**config.mk**
```make
export PLATFORM = sky130hd
export DESIGN_NAME = bffa_ctrl
export DESIGN_NICKNAME = d
export VERILOG_FILES = /design/src/rtl/bffa_pkg.sv /design/src/rtl/bffa_ctrl.sv
export SDC_FILE = /design/constraint.sdc
export NUM_CORES = 1
export LEC_CHECK = 0
export ABC_CLOCK_PERIOD_IN_PS = 1150
export BUFFER_PORTS_ARGS = -buffer_cell sky130_fd_sc_hd__clkbuf_2
export CAP_MARGIN = 20
export CORE_AREA = 3 3 40 42
export CTS_BUF_LIST = sky130_fd_sc_hd__clkbuf_8
export DETAILED_ROUTE_END_ITERATION = 7
export DIE_AREA = 0 0 43 45
export GPL_ROUTABILITY_DRIVEN = 0
export PLACE_DENSITY_LB_ADDON = 0.1
export SYNTH_ARGS = -nofsm -noshare
export SYNTH_HDL_FRONTEND = slang
export SYNTH_SLANG_ARGS = --single-unit
```
**constraint.sdc**
```tcl
create_clock -name clk -period 1.15 [get_ports clk]
set_input_delay 0.1725 -clock clk [delete_from_list [all_inputs] [get_ports clk]]
set_output_delay 0.1725 -clock clk [all_outputs]
set_load 0.02 [all_outputs]
```
**src/rtl/bffa_pkg.sv**
```systemverilog
// ----------------------------------------------------------------------------
// bffa_pkg
// Types and constants shared by the bitmap first-free allocator modules.
// ----------------------------------------------------------------------------
package bffa_pkg;

    // Map size default and field widths
    localparam int MAP_ENTRIES_DEF = 8192;
    localparam int NUM_W           = 14;
    localparam int STATUS_W        = 2;
    localparam int WORD_BITS       = 64;
    localparam int BIT_SEL_W       = 6;

    // Result status codes
    localparam logic [STATUS_W-1:0] ST_OK      = 2'd0;
    localparam logic [STATUS_W-1:0] ST_FULL    = 2'd1;
    localparam logic [STATUS_W-1:0] ST_INVALID = 2'd2;

    // Configuration port
    localparam int                APB_ADDR_W        = 3;
    localparam int                APB_DATA_W        = 32;
    localparam logic              REG_BLOCKS_IN_USE = 1'b0;  // register select bit paddr[2]
    localparam logic [NUM_W-1:0]  BLOCKS_RESET      = 14'd8192;

    // Controller to datapath commands
    typedef struct packed {
        logic clear_en;     // write a zero word during the clearing pass
        logic load_req;     // capture an accepted transaction
        logic alloc_start;  // read word 0 and begin the scan
        logic free_start;   // read the word that holds the entry to free
        logic scan_en;      // evaluate the current word, read the next
        logic free_wr;      // write back the word with the bit cleared
        logic set_full;     // result: map full
        logic set_invalid;  // result: invalid entry number
        logic out_load;     // move the result into the output register
    } ctl_cmd_t;

    // Datapath to controller status
    typedef struct packed {
        logic clear_done;
        logic req_mode;
        logic req_bad;
        logic cnt_zero;
        logic hit;
        logic exhausted;
        logic out_free;
    } dp_stat_t;

endpackage

```
**src/rtl/bffa_ctrl.sv**
```systemverilog
// ----------------------------------------------------------------------------
// bffa_ctrl
// Sequencer for the allocator: clearing pass, request decode, word scan,
// free read-modify-write and result hand-off.
// ----------------------------------------------------------------------------
module bffa_ctrl
(
    input  logic               clk,
    input  logic               rst_n,
    input  logic               s_tvalid,
    output logic               s_tready,
    input  bffa_pkg::dp_stat_t stat,
    output bffa_pkg::ctl_cmd_t cmd
);

    localparam logic [2:0] S_CLEAR   = 3'd0;
    localparam logic [2:0] S_IDLE    = 3'd1;
    localparam logic [2:0] S_DECODE  = 3'd2;
    localparam logic [2:0] S_SCAN    = 3'd3;
    localparam logic [2:0] S_FREE_WR = 3'd4;
    localparam logic [2:0] S_DONE    = 3'd5;

    logic [2:0] state_reg;
    logic [2:0] state_next;

    // Hold state
    always_ff @(posedge clk or negedge rst_n)
    begin
        if (!rst_n)
        begin
            state_reg <= S_CLEAR;
        end
        else
        begin
            state_reg <= state_next;
        end
    end

    // Advance the sequence and issue commands
    always_comb
    begin
        state_next = state_reg;
        cmd        = '0;
        s_tready   = 1'b0;
        case (state_reg)
            S_CLEAR:
            begin
                cmd.clear_en = 1'b1;
                if (stat.clear_done)
                begin
                    state_next = S_IDLE;
                end
            end
            S_IDLE:
            begin
                s_tready = 1'b1;
                if (s_tvalid)
                begin
                    cmd.load_req = 1'b1;
                    state_next   = S_DECODE;
                end
            end
            S_DECODE:
            begin
                if (!stat.req_mode)
                begin
                    if (stat.cnt_zero)
                    begin
                        cmd.set_full = 1'b1;
                        state_next   = S_DONE;
                    end
                    else
                    begin
                        cmd.alloc_start = 1'b1;
                        state_next      = S_SCAN;
                    end
                end
                else if (stat.req_bad)
                begin
                    cmd.set_invalid = 1'b1;
                    state_next      = S_DONE;
                end
                else
                begin
                    cmd.free_start = 1'b1;
                    state_next     = S_FREE_WR;
                end
            end
            S_SCAN:
            begin
                cmd.scan_en = 1'b1;
                if (stat.hit || stat.exhausted)
                begin
                    state_next = S_DONE;
                end
            end
            S_FREE_WR:
            begin
                cmd.free_wr = 1'b1;
                state_next  = S_DONE;
            end
            S_DONE:
            begin
                if (stat.out_free)
                begin
                    cmd.out_load = 1'b1;
                    state_next   = S_IDLE;
                end
            end
            default:
            begin
                state_next = S_IDLE;
            end
        endcase
    end

endmodule

```
==> impl_metrics.env <==
export IMPL_worst_setup_path_type="reg2out"
export IMPL_synth_edf_count=0
export IMPL_crit_required_ps=980
export IMPL_wl_um=965
export IMPL_post_route_drc_count=0
export IMPL_crit_family="flip-flops"
export IMPL_tritoncts="built"
export IMPL_wl_met3_um=89
export IMPL_path_cells="nor2b_4 > nand2b_4 > nor3b_4 > clkbuf_8"
export IMPL_grt_overflow_total=0
export IMPL_row_count=13
export IMPL_fp_dieH_um=45
export IMPL_setup_ws_ps=-245.0
export IMPL_worst_setup_path_end_kind="output port"
export IMPL_wl_per_cell_um=11.63
export IMPL_clockRootBuffer="clkbuf_8"
export IMPL_die_w_um=43
export IMPL_clkTransAtPathRegs_ps=30
export IMPL_vdd_drop_max_mv=0.8429
export IMPL_drt_first_pass_iters=4
export IMPL_drtIter0Drc=4
export IMPL_viasPerCell=4.410
export IMPL_yosysSeqAreaShare=0.2575
export IMPL_final_common_cell="buf_4"
export IMPL_coreArea_sq_mm=0.001285
export IMPL_cp_num_buf_inv=1
export IMPL_netlist_top_cells_area="dfrtp_1, nor2_1, nand2b_1"
export IMPL_m1WireLength_um=356
export IMPL_fin_crit_ps=1395
export IMPL_num_io_pins=20
export IMPL_tightest_slew_ps=239.6
export IMPL_synthArstFlopShare=1.000
export IMPL_grt_max_degree=9
export IMPL_synth_nets=46
export IMPL_grt_pass1_vias=329
export IMPL_hold_viol=0
export IMPL_timing_slew_headroom=0.8392
export IMPL_arrival_ps=1220
export IMPL_yosys_area_top_type="dfrtp_1"
export IMPL_synth_seq_cells=3
export IMPL_period_share=1.213
export IMPL_holdWs_ps=194.9
export IMPL_start_util=0.2269
export IMPL_ys_flop_type="dfrtp_1"
export IMPL_rsz0062_at_grt="true"
export IMPL_io_buffers=19
export IMPL_cts_buffers=3
export IMPL_crit_slowest_cell="dfrtp_2"
export IMPL_powerDensity_mw_per_mm2=2434
export IMPL_yosysUniqueCellTypes=22
export IMPL_cts_buffer_depth=2
export IMPL_status="finished, violations left"
export IMPL_hpwl_um=668.1
export IMPL_post_synth_cell_area_avg_sq_um=8.098
export IMPL_cap_violations=0
export IMPL_grt_use_total=0.1060
export IMPL_synth_top_area_frac=0.2575
export IMPL_clkSinkCount=3
export IMPL_skew_ps=4.467
export IMPL_hp_class="in2reg"
export IMPL_p_leak_nw=0.3087
export IMPL_routed_wl_met2_um=483
export IMPL_syn2layout_area_growth_pct=124.0
export IMPL_clkLatencyLatePin_ps=220
export IMPL_die_area_sq_mm=0.001935
export IMPL_layout_nets=79
export IMPL_h_tree_depth=1
export IMPL_critical_path_max_stage_delay_ps=440
export IMPL_vias=366
export IMPL_tns_ps=-1974
export IMPL_placement_cell_area_sq_um=465.4
export IMPL_final_cell_mix="buf_4, clkbuf_2, clkbuf_8"
export IMPL_postRouteAntennaNets=0
export IMPL_violations="setup timing"
export IMPL_setup_violations=10
export IMPL_pre_cts_ws_ps=-87.39
export IMPL_synthCells=36
export IMPL_top_layer_used="met4"
export IMPL_worstSetupStartpointType="flip-flop"
export IMPL_synth_warnings=0
export IMPL_fill_cells=130
export IMPL_crit_fanout=5
export IMPL_drive_gt1_frac=0.7206
export IMPL_design_area_sq_um=653.1
export IMPL_grt_pass1_wl_um=1345
export IMPL_syn_area_sq_um=291.5
export IMPL_largest_register_ffs=3
export IMPL_diodes=0
export IMPL_grt_antenna_before_repair=0
export IMPL_timing_fmax_ghz=0.7168
export IMPL_slew_violations=0
==> stage by stage <==
step / power [mW] / utilization / std cells
6_report: 1.590 / 0.5083 / 83
5_1_grt: 1.686 / 0.5083 / 83
4_1_cts: 1.486 / 0.4839 / 83
3_5_place_dp: 0.9818 / 0.3622 / 77
3_3_place_gp: 0.9980 / 0.3622 / 77
2_1_floorplan: 0.6931 / - / 36
==> synthesized netlist by cell type, types with 2 or more instances <==
cell type and instances:
nand2b_1 3, dfrtp_1 3, nand2_1 3, nor2_1 7
and3_1 2, a21oi_1 2
==> area by class of cell <==
class                           count  area, sq um  area share
Sequential cell                     3        78.83      0.1207
Timing Repair Buffer               30        256.5      0.3927
Tap cell                           15        18.77     0.02874
Clock inverter                      1        3.754    0.005747
Clock buffer                        3        41.29     0.06322
Multi-Input combinational cell     31        254.0      0.3889
==> worst register-to-register path: cells and delay by family, from the launching register on <==
family	cells	cell delay, ps
buffers and inverters	1	130
AO/OA/AOI/OAI	2	210
AND/OR/NAND/NOR	1	190
flip-flops	1	440
==> power breakdown <==
group | switching [mW] | internal, mW | leakage, nW
sequential | 0.0784 | 0.164 | 0.0328
clock | 0.0815 | 0.228 | 0.0269
combinational | 0.456 | 0.582 | 0.249
==> cell families (layout without fill, tap and decap cells) <==
| logic type | count (synthesis) | count (layout) | synth area share |
|---|---|---|---|
| compound gates | 7 | 7 | 0.1845 |
| buf+inv | 2 | 34 | 0.06438 |
| flops | 3 | 3 | 0.2575 |
| simple gates | 24 | 24 | 0.4936 |
==> routing by layer <==
| metal | track usage | vias to the layer above |
|---|---|---|
| li1 | - | 189 |
| met1 | 0.1019 | 158 |
| met2 | 0.1527 | 14 |
| met3 | 0.06375 | 5 |
| met4 | 0.1084 | 0 |
| met5 | 0 | - |
==> what timing repair did <==
| action | 4_1_cts | 5_1_grt |
|---|---|---|
| pin swaps | 3 | 2 |
| endpoints found under the setup margin | 10 | 10 |
| hold buffers | 1 | 0 |
| hold endpoints to repair | 3 | 0 |
| resized for setup | 22 | 15 |
| buffers inserted | 1 | 0 |
==> path summary, 6_finish.rpt <==
kind                                           from                  endpoint  slack (ps)  depth (start not counted)
setup / recovery           state_reg[2]$_DFFE_PN0P_                    cmd[2]        -250                          4
hold / removal                              stat[0]  state_reg[2]$_DFFE_PN0P_         190                          2
setup reg to reg           state_reg[2]$_DFFE_PN0P_  state_reg[2]$_DFFE_PN0P_          60                          4
hold reg to reg            state_reg[2]$_DFFE_PN0P_  state_reg[1]$_DFFE_PN0P_         630                          2
max in group asynchronous                     rst_n  state_reg[2]$_DFFE_PN0P_         740                          2
min in group asynchronous                     rst_n  state_reg[0]$_DFFE_PN0P_         290                          2
No activity file was read; power rests on OpenSTA's default activity.
